## config.mk

```make
export PLATFORM = sky130hd
export DESIGN_NAME = env_var_lookup_url_escape_flat
export DESIGN_NICKNAME = d
export VERILOG_FILES = /design/src/hw/rtl/evl_pkg.sv /design/src/hw/rtl/evl_in_if.sv /design/src/hw/rtl/evl_out_if.sv /design/src/hw/rtl/evl_cfg.sv /design/src/hw/rtl/evl_match.sv /design/src/hw/rtl/evl_emit.sv /design/src/hw/rtl/env_var_lookup_url_escape.sv /design/src/flat_wrapper.sv
export SDC_FILE = /design/constraint.sdc
export NUM_CORES = 1
export LEC_CHECK = 0
export BUFFER_PORTS_ARGS = -buffer_cell sky130_fd_sc_hd__buf_2
export CAP_MARGIN = 20
export CORE_MARGIN = 2
export CORE_UTILIZATION = 50
export DETAILED_ROUTE_END_ITERATION = 8
export PLACE_DENSITY = 0.75
export SLEW_MARGIN = 20
export SYNTH_ARGS = -nofsm -noshare
export SYNTH_HDL_FRONTEND = slang
export SYNTH_SLANG_ARGS = --single-unit
```

## constraint.sdc

```tcl
create_clock -name clk -period 4.27 [get_ports clk]
set_input_delay 0.6405 -clock clk [delete_from_list [all_inputs] [get_ports clk]]
set_output_delay 0.6405 -clock clk [all_outputs]
set_load 0.05 [all_outputs]
```

## src/hw/rtl/evl_pkg.sv

```systemverilog
// Shared types, constants and character helpers for the environment lookup escaper.
`default_nettype none

package evl_pkg;

	// Name storage: eight bytes packed in one 64-bit register
	localparam int NAME_BYTES   = 8;
	localparam int MAX_NAME_LEN = 8;

	// Configuration port geometry
	localparam int APB_ADDR_W = 4;
	localparam int APB_DATA_W = 64;
	localparam int LEN_W      = 4;

	// Register map, indexed by paddr[3]
	localparam logic REG_VAR_NAME     = 1'b0;
	localparam logic REG_VAR_NAME_LEN = 1'b1;

	// Characters
	localparam logic [7:0] CHAR_NUL       = 8'h00;
	localparam logic [7:0] CHAR_SPACE     = 8'h20;
	localparam logic [7:0] CHAR_PERCENT   = 8'h25;
	localparam logic [7:0] CHAR_EQ        = 8'h3D;
	localparam logic [7:0] CHAR_TILDE     = 8'h7E;
	localparam logic [7:0] HEX_ALPHA_BASE = 8'h37;	// 'A' - 10

	// Result slots of one input beat, emitted lowest first
	localparam int SLOT_SPACE = 0;
	localparam int SLOT_CHAR  = 1;
	localparam int SLOT_HEXHI = 2;
	localparam int SLOT_HEXLO = 3;
	localparam int SLOT_END   = 4;
	localparam int NUM_SLOTS  = 5;

	typedef enum logic [1:0] {
		MODE_SKIP    = 2'd0,
		MODE_MATCH   = 2'd1,
		MODE_COLLECT = 2'd2
	} evl_mode_t;

	// Results produced by one accepted input beat
	typedef struct packed {
		logic [NUM_SLOTS-1:0] slots;
		logic                 esc;
		logic [7:0]           env_byte;
		logic                 found;
	} evl_grp_t;

	// Bytes that pass through unescaped
	function automatic logic is_safe(input logic [7:0] c);
		logic ok;
		ok = c inside {[8'h30:8'h39], [8'h41:8'h5A], [8'h61:8'h7A],
			8'h2F, 8'h3A, 8'h2E, 8'h40, 8'h2B, 8'h2D, 8'h5F, CHAR_TILDE,
			8'h5B, 8'h5D, 8'h2C};
		return ok;
	endfunction

	// Upper-case hex digit
	function automatic logic [7:0] hex_digit(input logic [3:0] v);
		logic [7:0] d;
		if (v <= 4'd9) begin
			d = {4'h3, v};
		end else begin
			d = {4'h0, v} + HEX_ALPHA_BASE;
		end
		return d;
	endfunction

endpackage

`default_nettype wire

```

## src/hw/rtl/evl_in_if.sv

```systemverilog
// Input channel: one environment byte per beat.
`default_nettype none

interface evl_in_if;
	logic       valid;
	logic       ready;
	logic [7:0] env_byte;
	logic       buffer_end;

	modport source(output valid, output env_byte, output buffer_end, input ready);
	modport sink(input valid, input env_byte, input buffer_end, output ready);
endinterface

`default_nettype wire

```

## src/hw/rtl/evl_out_if.sv

```systemverilog
// Output channel: one escaped character or end marker per beat.
`default_nettype none

interface evl_out_if;
	logic       valid;
	logic       ready;
	logic [7:0] out_char;
	logic       char_valid;
	logic       value_end;
	logic       found;

	modport source(output valid, output out_char, output char_valid,
		output value_end, output found, input ready);
	modport sink(input valid, input out_char, input char_valid,
		input value_end, input found, output ready);
endinterface

`default_nettype wire

```

## src/hw/rtl/evl_cfg.sv

```systemverilog
// APB register block: variable name and name length.
`default_nettype none

module evl_cfg
	import evl_pkg::*;
(
	input  wire logic                  clk,
	input  wire logic                  arst_n,
	input  wire logic                  psel,
	input  wire logic                  penable,
	input  wire logic                  pwrite,
	input  wire logic [APB_ADDR_W-1:0] paddr,
	input  wire logic [APB_DATA_W-1:0] pwdata,
	output logic      [APB_DATA_W-1:0] prdata,
	output logic                       pready,
	output logic      [8*NAME_BYTES-1:0] var_name,
	output logic      [LEN_W-1:0]        var_name_length
);

	logic [8*NAME_BYTES-1:0] var_name_q;
	logic [LEN_W-1:0]        var_name_length_q;
	logic                    wr_en;

	assign pready = 1'b1;
	assign wr_en  = psel && penable && pwrite;

	// Register writes; registers sit 8 bytes apart
	always_ff @(posedge clk or negedge arst_n) begin
		if (!arst_n) begin
			var_name_q        <= '0;
			var_name_length_q <= '0;
		end else if (wr_en) begin
			case (paddr[3])
				REG_VAR_NAME:     var_name_q        <= pwdata[8*NAME_BYTES-1:0];
				REG_VAR_NAME_LEN: var_name_length_q <= pwdata[LEN_W-1:0];
				default:          var_name_q        <= var_name_q;
			endcase
		end
	end

	// Read back
	always_comb begin
		case (paddr[3])
			REG_VAR_NAME:     prdata = var_name_q;
			REG_VAR_NAME_LEN: prdata = {{(APB_DATA_W-LEN_W){1'b0}}, var_name_length_q};
			default:          prdata = '0;
		endcase
	end

	assign var_name        = var_name_q;
	assign var_name_length = var_name_length_q;

endmodule

`default_nettype wire

```

## src/hw/rtl/evl_match.sv

```systemverilog
// Name matcher: per-beat state update and result group decode.
`default_nettype none

module evl_match
	import evl_pkg::*;
(
	input  wire logic                    clk,
	input  wire logic                    arst_n,
	input  wire logic                    accept,
	input  wire logic [7:0]              env_byte,
	input  wire logic                    buffer_end,
	input  wire logic [8*NAME_BYTES-1:0] var_name,
	input  wire logic [LEN_W-1:0]        var_name_length,
	output evl_grp_t                     grp
);

	evl_mode_t        mode_q, mode_d;
	logic [LEN_W-1:0] name_pos_q, name_pos_d;
	logic             space_sent_q, space_sent_d;
	logic             value_done_q, value_done_d;
	logic [LEN_W-1:0] eff_len;
	logic [7:0]       name_sel;
	logic [7:0]       nc;

	// Expected name character at the current position, NUL past the end
	assign eff_len  = (var_name_length > LEN_W'(MAX_NAME_LEN)) ?
		LEN_W'(MAX_NAME_LEN) : var_name_length;
	assign name_sel = var_name[{name_pos_q[2:0], 3'b000} +: 8];
	assign nc       = (name_pos_q >= eff_len || name_pos_q >= LEN_W'(NAME_BYTES)) ?
		CHAR_NUL : name_sel;

	// Next state and the results this byte causes
	always_comb begin
		mode_d       = mode_q;
		name_pos_d   = name_pos_q;
		space_sent_d = space_sent_q;
		value_done_d = value_done_q;
		grp          = '0;
		grp.env_byte = env_byte;
		if (!value_done_q) begin
			case (mode_q)
				MODE_MATCH: begin
					if (env_byte == CHAR_NUL) begin
						name_pos_d = '0;
					end else if (nc == env_byte) begin
						name_pos_d = name_pos_q + LEN_W'(1);
					end else if (nc == CHAR_NUL && env_byte == CHAR_EQ) begin
						mode_d = MODE_COLLECT;
					end else begin
						mode_d = MODE_SKIP;
					end
				end
				MODE_COLLECT: begin
					if (env_byte == CHAR_NUL) begin
						value_done_d = 1'b1;
					end else begin
						if (!space_sent_q) begin
							grp.slots[SLOT_SPACE] = 1'b1;
							space_sent_d          = 1'b1;
						end
						if (is_safe(env_byte)) begin
							grp.slots[SLOT_CHAR] = 1'b1;
						end else begin
							grp.esc               = 1'b1;
							grp.slots[SLOT_CHAR]  = 1'b1;
							grp.slots[SLOT_HEXHI] = 1'b1;
							grp.slots[SLOT_HEXLO] = 1'b1;
						end
					end
				end
				default: begin
					// skipping, also the unused mode code
					if (env_byte == CHAR_NUL) begin
						name_pos_d = '0;
						mode_d     = MODE_MATCH;
					end
				end
			endcase
		end
		// End of buffer: end marker, then back to the reset state
		if (buffer_end) begin
			grp.slots[SLOT_END] = 1'b1;
			grp.found           = space_sent_d;
			mode_d              = MODE_MATCH;
			name_pos_d          = '0;
			space_sent_d        = 1'b0;
			value_done_d        = 1'b0;
		end
	end

	always_ff @(posedge clk or negedge arst_n) begin
		if (!arst_n) begin
			mode_q       <= MODE_MATCH;
			name_pos_q   <= '0;
			space_sent_q <= 1'b0;
			value_done_q <= 1'b0;
		end else if (accept) begin
			mode_q       <= mode_d;
			name_pos_q   <= name_pos_d;
			space_sent_q <= space_sent_d;
			value_done_q <= value_done_d;
		end
	end

endmodule

`default_nettype wire

```

## src/hw/rtl/evl_emit.sv

```systemverilog
// Result register and serializer: one output beat per pending slot.
`default_nettype none

module evl_emit
	import evl_pkg::*;
(
	input  wire logic     clk,
	input  wire logic     arst_n,
	input  wire logic     load,
	input  wire evl_grp_t grp,
	output logic          can_take,
	evl_out_if.source     res
);

	logic [NUM_SLOTS-1:0] slots_q;
	logic                 esc_q;
	logic [7:0]           byte_q;
	logic                 found_q;
	logic [NUM_SLOTS-1:0] cur;
	logic [NUM_SLOTS-1:0] rest;
	logic                 fire;

	// Lowest pending slot goes out first
	assign cur  = slots_q & (~slots_q + NUM_SLOTS'(1));
	assign rest = slots_q & ~cur;
	assign fire = res.valid && res.ready;

	// Free for a new group once the last pending beat leaves
	assign can_take = (rest == '0) && ((slots_q == '0) || res.ready);

	always_ff @(posedge clk or negedge arst_n) begin
		if (!arst_n) begin
			slots_q <= '0;
		end else if (load) begin
			slots_q <= grp.slots;
		end else if (fire) begin
			slots_q <= rest;
		end
	end

	always_ff @(posedge clk) begin
		if (load) begin
			esc_q   <= grp.esc;
			byte_q  <= grp.env_byte;
			found_q <= grp.found;
		end
	end

	// Output beat for the current slot
	always_comb begin
		res.valid      = |slots_q;
		res.out_char   = 8'h00;
		res.char_valid = 1'b0;
		res.value_end  = 1'b0;
		res.found      = 1'b0;
		case (1'b1)
			cur[SLOT_SPACE]: begin
				res.out_char   = CHAR_SPACE;
				res.char_valid = 1'b1;
			end
			cur[SLOT_CHAR]: begin
				res.out_char   = esc_q ? CHAR_PERCENT : byte_q;
				res.char_valid = 1'b1;
			end
			cur[SLOT_HEXHI]: begin
				res.out_char   = hex_digit(byte_q[7:4]);
				res.char_valid = 1'b1;
			end
			cur[SLOT_HEXLO]: begin
				res.out_char   = hex_digit(byte_q[3:0]);
				res.char_valid = 1'b1;
			end
			cur[SLOT_END]: begin
				res.value_end = 1'b1;
				res.found     = found_q;
			end
			default: begin
				res.out_char = 8'h00;
			end
		endcase
	end

endmodule

`default_nettype wire

```

## src/hw/rtl/env_var_lookup_url_escape.sv

```systemverilog
// Top level: environment variable lookup with URL percent-encoding.
//
// env_in takes the environment block one byte per beat; buffer_end flags the
// last byte. esc_out gives the value of the entry named by var_name, each
// beat one character: a leading space, then each value byte as is or as
// '%' and two upper-case hex digits. The beat taking the last byte is
// followed by an end marker (value_end=1, found=1 if a value was emitted).
// An accepted byte shows its first result in the next cycle. A byte causes
// 0 to 5 output beats: 1 for a plain character, 3 for an escaped one, one
// more for the leading space or end marker. Bytes with no result are taken
// every cycle while no earlier result is pending. The serializer that
// drains one result group at a time sets this rate. A new byte is accepted
// in the cycle the last beat of the previous group leaves.
// A stalled receiver holds the current beat and, with it, the input.
// Reset clears the matcher, the pending results and both registers, which
// are written through the APB port at byte addresses 0 and 8.
`default_nettype none

module env_var_lookup_url_escape
	import evl_pkg::*;
(
	input  wire logic                  clk,
	input  wire logic                  arst_n,
	evl_in_if.sink                     env_in,
	evl_out_if.source                  esc_out,
	input  wire logic                  psel,
	input  wire logic                  penable,
	input  wire logic                  pwrite,
	input  wire logic [APB_ADDR_W-1:0] paddr,
	input  wire logic [APB_DATA_W-1:0] pwdata,
	output logic      [APB_DATA_W-1:0] prdata,
	output logic                       pready
);

	logic [8*NAME_BYTES-1:0] var_name;
	logic [LEN_W-1:0]        var_name_length;
	logic                    can_take;
	logic                    accept;
	evl_grp_t                grp;

	assign env_in.ready = can_take;
	assign accept       = env_in.valid && can_take;

	evl_cfg u_cfg (
		.clk             (clk),
		.arst_n          (arst_n),
		.psel            (psel),
		.penable         (penable),
		.pwrite          (pwrite),
		.paddr           (paddr),
		.pwdata          (pwdata),
		.prdata          (prdata),
		.pready          (pready),
		.var_name        (var_name),
		.var_name_length (var_name_length)
	);

	evl_match u_match (
		.clk             (clk),
		.arst_n          (arst_n),
		.accept          (accept),
		.env_byte        (env_in.env_byte),
		.buffer_end      (env_in.buffer_end),
		.var_name        (var_name),
		.var_name_length (var_name_length),
		.grp             (grp)
	);

	evl_emit u_emit (
		.clk      (clk),
		.arst_n   (arst_n),
		.load     (accept),
		.grp      (grp),
		.can_take (can_take),
		.res      (esc_out)
	);

	// The last byte of a buffer always leaves an end marker pending
	a_end_pending: assert property (@(posedge clk) disable iff (!arst_n)
		env_in.valid && env_in.ready && env_in.buffer_end |=> esc_out.valid)
	else $error("no result pending after last byte of buffer");

	// A stalled output beat blocks the input
	a_stall_blocks_in: assert property (@(posedge clk) disable iff (!arst_n)
		esc_out.valid && !esc_out.ready |-> !env_in.ready)
	else $error("input taken while output stalled");

	// An end marker never carries a character
	a_end_no_char: assert property (@(posedge clk) disable iff (!arst_n)
		esc_out.valid && esc_out.value_end |-> !esc_out.char_valid)
	else $error("end marker flagged as character");

endmodule

`default_nettype wire
```

## src/flat_wrapper.sv

```systemverilog
// flat-port wrapper written by rule: the top's interface ports become plain ports
module env_var_lookup_url_escape_flat import evl_pkg::*;
  (clk, arst_n, psel, penable, pwrite, paddr, pwdata, prdata, pready, env_in_valid, env_in_env_byte, env_in_buffer_end, env_in_ready, esc_out_valid, esc_out_out_char, esc_out_char_valid, esc_out_value_end, esc_out_found, esc_out_ready);
  evl_in_if env_in_i ();
  evl_out_if esc_out_i ();
  input  wire logic clk;
  input  wire logic arst_n;
  input  wire logic psel;
  input  wire logic penable;
  input  wire logic pwrite;
  input  wire logic [APB_ADDR_W-1:0] paddr;
  input  wire logic [APB_DATA_W-1:0] pwdata;
  output logic      [APB_DATA_W-1:0] prdata;
  output logic pready;
  input wire logic [$bits(env_in_i.valid)-1:0] env_in_valid;
  input wire logic [$bits(env_in_i.env_byte)-1:0] env_in_env_byte;
  input wire logic [$bits(env_in_i.buffer_end)-1:0] env_in_buffer_end;
  output wire logic [$bits(env_in_i.ready)-1:0] env_in_ready;
  output wire logic [$bits(esc_out_i.valid)-1:0] esc_out_valid;
  output wire logic [$bits(esc_out_i.out_char)-1:0] esc_out_out_char;
  output wire logic [$bits(esc_out_i.char_valid)-1:0] esc_out_char_valid;
  output wire logic [$bits(esc_out_i.value_end)-1:0] esc_out_value_end;
  output wire logic [$bits(esc_out_i.found)-1:0] esc_out_found;
  input wire logic [$bits(esc_out_i.ready)-1:0] esc_out_ready;
  assign env_in_i.valid = env_in_valid;
  assign env_in_i.env_byte = env_in_env_byte;
  assign env_in_i.buffer_end = env_in_buffer_end;
  assign env_in_ready = env_in_i.ready;
  assign esc_out_valid = esc_out_i.valid;
  assign esc_out_out_char = esc_out_i.out_char;
  assign esc_out_char_valid = esc_out_i.char_valid;
  assign esc_out_value_end = esc_out_i.value_end;
  assign esc_out_found = esc_out_i.found;
  assign esc_out_i.ready = esc_out_ready;
  env_var_lookup_url_escape u_core (.clk(clk), .arst_n(arst_n), .env_in(env_in_i), .esc_out(esc_out_i), .psel(psel), .penable(penable), .pwrite(pwrite), .paddr(paddr), .pwdata(pwdata), .prdata(prdata), .pready(pready));
endmodule
```

# Word level (Yosys, flattened, before mapping)

Index checks and enable logic that the tools add are counted.

Register bits: 91
Output and inout bits: 78
Logic and storage cells: 130
Input bits: 84

Add/sub/neg operators: 4
Multiplexer cells: 54
Shift-type cells: 1
Eq/ne operators: 19
Reduce and logical (&&, ||, !) cells: 25
Magnitude comparators: 11
Bitwise gates (word level): 6

Operators with widths:

| operator            | count |
|---|---|
| $pmux 64 s2         | 1 |
| $shiftx 64x7->8     | 1 |
| $eq 8x6->1 const B  | 7 |
| $eq 8x7->1 const B  | 5 |
| $mux 8              | 5 |
| $mux 1              | 25 |
| $mux 5              | 5 |
| $mux 4              | 6 |
| $mux 7              | 3 |
| $ge 8x7->1 const B  | 2 |
| $le 8x7->1 const B  | 2 |
| $logic_not 8->1     | 2 |
| $add 4x6->7 const B | 2 |
| $mux 2              | 7 |
| $reduce_bool 14->1  | 1 |
| $and 5x5->5         | 2 |
| $logic_not 5->1     | 2 |
| $not 5->5           | 2 |
| $logic_and 1x1->1   | 9 |
| $eq 8x8->1          | 1 |
| $ge 8x6->1 const B  | 1 |
| $le 4x4->1 const B  | 2 |
| $le 8x6->1 const B  | 1 |
| $pmux 4 s2          | 1 |
| 19 further kinds    | 25 |

# Longest topological paths before layout

Depth in word-level cells: 13
Depth in mapped cells: 12
Gate-level depth less buffers: 10

# Modules after synthesis

From an unflattened synthesis, not the netlist that was laid out.

Cell total of the unflattened synthesis: 516
Area total of the unflattened synthesis: 5,886.9 um2

Modules (own cells, without submodules):

| module                    | cells an instance | instances | sequential area each (um2) | area an instance (um2) |
|---|---|---|---|---|
| evl_cfg                   | 218               | 1         | 1,701.6                    | 3,313.2 |
| evl_match                 | 193               | 1         | 201.4                      | 1,597.8 |
| evl_emit                  | 104               | 1         | 425.4                      | 969.7 |
| env_var_lookup_url_escape | 1                 | 1         | 0.0                        | 6.3 |

# Worst setup path after synthesis

Ideal clock, no wire load.

Kind: in2reg
Start point: in esc_out_ready
End point: reg u_core.u_match.name_pos_q[0]
Arrival: 3.221 ns
Path buffers: 1
Setup time: 0.121 ns
Path slack: 0.927 ns
Stages: 9
Data required time: 4.149 ns
Path through: inv_1 -> maj3_1 -> o22ai_1 -> a21boi_0 -> o22ai_1 -> and2_2 -> clkbuf_1 -> nand3_1 -> o22a_1

Word-level cells in the longest chain between the ends: 4

RTL lines:

| element                           | line                            | RTL |
|---|---|---|
| start, declared                   | flat_wrapper.sv:24              | `input wire logic [$bits(esc_out_i.ready)-1:0] esc_out_ready;` |
| $logic_or 1x1->1                  | evl_emit.sv:29                  | `assign can_take = (rest == '0) && ((slots_q == '0) \|\| res.ready);` |
| $logic_and 1x1->1                 | evl_emit.sv:29                  |  |
| named net env_in_ready            | flat_wrapper.sv:18              | `output wire logic [$bits(env_in_i.ready)-1:0] env_in_ready;` |
| $logic_and 1x1->1                 | env_var_lookup_url_escape.sv:42 | `assign accept = env_in.valid && can_take;` |
| named net u_core.accept           | env_var_lookup_url_escape.sv:38 | `logic accept;` |
| $reduce_and 5->1 (no source line) | n/a                             |  |
| end signal, assigned              | evl_match.sv:99                 | `name_pos_q <= name_pos_d;` |
| end, declared                     | evl_match.sv:18                 | `logic [LEN_W-1:0] name_pos_q, name_pos_d;` |

The timed path passes the listed nets, and every way through them passes these cells.
A chain may end at the register's enable or synchronous reset.

# Final worst setup path

Start point: reg u_core.u_match.name_pos_q[1]
End point: reg u_core.u_match.name_pos_q[2]

Word-level cells in the longest chain between the ends: 6
Elaborated cells on any way between the ends: 14
Those cells by class: add/sub: 1; order compare: 2; eq/ne: 1; shift: 1; mux: 6; reduce/logical: 3

RTL lines:

| element |
|---|
| branches (longest 6 deep; another with $shiftx 64x7->8) |

Several ways; the timed one is not identified. The select of a mux whose other input is x is not followed.

==> metrics <==
global placement routability congestion=0.8805; H-tree depth reported by CTS=3; DRT met1 WL=5.233 mm; Chip Width=107.5 um; Pwr per Cell Area=443.0 mW/mm^2; met3 WL post-DR=1.050 mm; final setup margin=932.8 ps; Cell Rows=37; worst-margin pin slew=1046 ps; total gr overflow=0; CTS tree=yes; endpoint kind of the worst setup timing path=flip-flop; post-synthesis cell area=0.005360 mm^2; design internal power=0.001704 W; final setup violation count=0; total non-filler cell area in the finished layout=0.006374 mm^2; first-pass iteration count of the detailed router=4; layout cells sized above 1=44.34%; area added between synthesis and finish=18.91%; gr usage total=23.07%; Worst Setup SP=u_core.u_match.name_pos_q[1]; starting utilization of the core area=51.69%; combinational power share=39.2%; top routing layer used=met5; Diodes inserted=0; wire length of the first global-routing pass=20.77 mm; startpoint class of the critical path=flip-flop; # fillers=884; DRT Wirelength=12.91 mm; number of global-route vias before repair=4164; Synth warnings=0; Top Ports=162; area of placed instances=0.006191 mm^2; Critical Path RT=4530 ps; share of total power consumed by net switching=39.64%; EDFF count, synth=10; maximum number of pins on one net before global-route repair=82; number of buffers created by CTS=9; Via density=5.561; clock latency of the later-clocked register in the worst-skew pair=360 ps; async set or reset register ratio after synthesis=89.01%; largest vdd supply drop=0.3330 mV; Arrival @ worst endpoint=3590 ps; Die Span Y=107.5 um; top cells by area in the synthesized netlist=sky130_fd_sc_hd__dfrtp_1 37%, sky130_fd_sc_hd__mux2_2 16%, sky130_fd_sc_hd__nor2b_1 7.5%; clock power share=18.9%; CTS root buffer=sky130_fd_sc_hd__clkbuf_8; run status=completed; Post-Place Worst Slack=960.7 ps; total via count after detailed routing=4193; worst setup path class=flip-flop to flip-flop; sum of net half-perimeters after detailed placement=9.519 mm; IO buf count=157; part of the Yosys area used for sequential elements=43.44%; first-iteration detailed-routing DRC count=245; antenna violations before repair=1; mean routed wirelength per cell=17.12 um; part of the power in registers=41.9%; MaxCap Viol Count=0; Post-Syn Nets=564; number of library cell types mapped by synthesis=70; remaining antenna violation count after routing=0; number of standard cells in the layout, taps in and fillers out=754; clock slew at reported path FFs=100 ps; Leakage Power=2.990 nW; gate count of the mapped netlist=470; worst clock skew=15.30 ps; CTS Hold Bufs=0; number of sinks handled by clock tree synthesis=91; headroom to the max-slew limit=30.28%; fin. max-slew vios=0; length of routed met2 wiring=6.296 mm; number of buffers on the longest clock path=2; Avg Synthesized Cell Area=11.40 um^2; portion of the clock cycle consumed by the worst path in the final layout=78.15%; kind of path behind the tightest hold check=primary input to async pin; worst reg2reg path startpoint=u_core.u_match.name_pos_q[1]; library cell with the largest summed area after synthesis=sky130_fd_sc_hd__dfrtp_1; Min Clock Period, post-route=3337 ps; area of the die=0.01156 mm^2; most common flop cell mapped by yosys=sky130_fd_sc_hd__dfrtp_1; post-CTS setup buffer count=0; count of unresolved DRC violations after routing=0; RSZ-0062 raised after global routing=no; post-synthesis sequential element count=91; Core ar.=0.01037 mm^2; Synth top area share=37.35%; count of instances resized after the clock tree is built=0; maximum clock rate=299.7 MHz; post-placement cell count=738; number of nets at the end of the flow=707; net switching power figure=0.001119 W; count of endpoints failing hold in the final timing report=0; total negative slack=0 ps; maximum fanout encountered on the critical timing path=22
## cell families (layout without fill, tap and decap cells)
| logic type | Yosys count | in the layout | synth area share (%) |
|---|---|---|---|
| XOR/XNOR | 6 | 6 | 0.9804 |
| AND/OR/NAND/NOR | 150 | 150 | 16.15 |
| buffers and inverters | 44 | 192 | 3.921 |
| adder cells (fa/ha/maj) | 11 | 11 | 2.521 |
| AO/OA/AOI/OAI | 70 | 70 | 9.127 |
| other | 1 | 1 | 0.06996 |
| multiplexers | 97 | 97 | 23.79 |
| flip-flops | 91 | 91 | 43.44 |
## worst paths after layout
check	endpoint	slack (ps)	cells past startpoint
max in group asynchronous	u_core.u_match.mode_q[1]	3440	1
min in group clk	u_core.u_match.mode_q[0]	490	2
max reg2reg	u_core.u_match.name_pos_q[2]	930	8
min reg2reg	u_core.u_match.mode_q[0]	490	2
max	u_core.u_match.name_pos_q[2]	930	8
min	u_core.u_cfg.var_name[7]	310	1
## area by class of cell
cell class	count	area, um^2	share of cell area (%)
Inverter	16	60.06	0.9423
Sequential cell	91	2328	36.53
Timing Repair Buffer	160	814.5	12.78
Tap cell	136	170.2	2.670
Clock inverter	5	37.54	0.5889
Clock buffer	11	141.4	2.218
Multi-Input combinational cell	335	2821	44.27
## through the flow
stage          power, W  util (%)  hold WS, ps
4_1_cts        0.002843     61.43        476.0
2_1_floorplan  0.002018         -        344.9
6_report       0.002823     61.46        307.5
5_1_grt        0.002974     61.46        365.3
3_5_place_dp   0.002304     59.70        473.8
3_3_place_gp   0.002271     59.70        467.7
## synth_stat cells, types with 10 or more instances
| library cell | instances |
|---|---|
| sky130_fd_sc_hd__dfrtp_1 | 80 |
| sky130_fd_sc_hd__mux2_2 | 74 |
| sky130_fd_sc_hd__nor2b_1 | 64 |
| sky130_fd_sc_hd__nand2_1 | 24 |
| sky130_fd_sc_hd__clkbuf_1 | 20 |
| sky130_fd_sc_hd__inv_1 | 16 |
| sky130_fd_sc_hd__nor2_1 | 16 |
| sky130_fd_sc_hd__a21oi_1 | 12 |
| sky130_fd_sc_hd__mux4_2 | 11 |
| sky130_fd_sc_hd__o21ai_0 | 11 |
| sky130_fd_sc_hd__edfxtp_1 | 10 |
| sky130_fd_sc_hd__ha_1 | 10 |
## critical path, cell delays in order (launching register included)
cell and delay [ps]:
sky130_fd_sc_hd__dfrtp_1 1040, sky130_fd_sc_hd__ha_1 380, sky130_fd_sc_hd__a21oi_1 180, sky130_fd_sc_hd__o21ai_0 310, sky130_fd_sc_hd__or4_4 620, sky130_fd_sc_hd__o211ai_2 100
sky130_fd_sc_hd__nand4_4 120, sky130_fd_sc_hd__and2_4 180, sky130_fd_sc_hd__a211o_1 280
## state kept, by name (all words and copies together) (netlist names), 2 cells and up
name                          flops
u_core.u_match.name_pos_q         4
u_core.u_match.mode_q             2
u_core.u_emit.slots_q             5
u_core.u_emit.byte_q              8
u_core.u_cfg.var_name_length      4
u_core.u_cfg.var_name            64
## power groups by stage
stage / Clock (W) / Combinational [W] / Sequential, W
2_1_floorplan: 0 / 0.000897 / 0.00112
3_3_place_gp: 0 / 0.00109 / 0.00118
3_5_place_dp: 0 / 0.00111 / 0.00120
4_1_cts: 0.000549 / 0.00111 / 0.00118
5_1_grt: 0.000587 / 0.00118 / 0.00120
6_report: 0.000534 / 0.00111 / 0.00118
## placed cells by master, fill, tap and decap left out, types with 11 or more instances in the layout
| master | instances |
|---|---|
| sky130_fd_sc_hd__a21oi_1 | 12 |
| sky130_fd_sc_hd__buf_2 | 156 |
| sky130_fd_sc_hd__dfrtp_1 | 80 |
| sky130_fd_sc_hd__inv_1 | 16 |
| sky130_fd_sc_hd__mux2_2 | 74 |
| sky130_fd_sc_hd__mux4_2 | 11 |
| sky130_fd_sc_hd__nand2_1 | 24 |
| sky130_fd_sc_hd__nor2_1 | 16 |
| sky130_fd_sc_hd__nor2b_1 | 64 |
| sky130_fd_sc_hd__o21ai_0 | 11 |
## per-layer routing
metal	track usage [%]	vias up
li1	-	1978
met1	28.72	2025
met2	37.65	161
met3	6.901	27
met4	9.249	2
met5	0	-
Power figures use the tool's default switching activity.
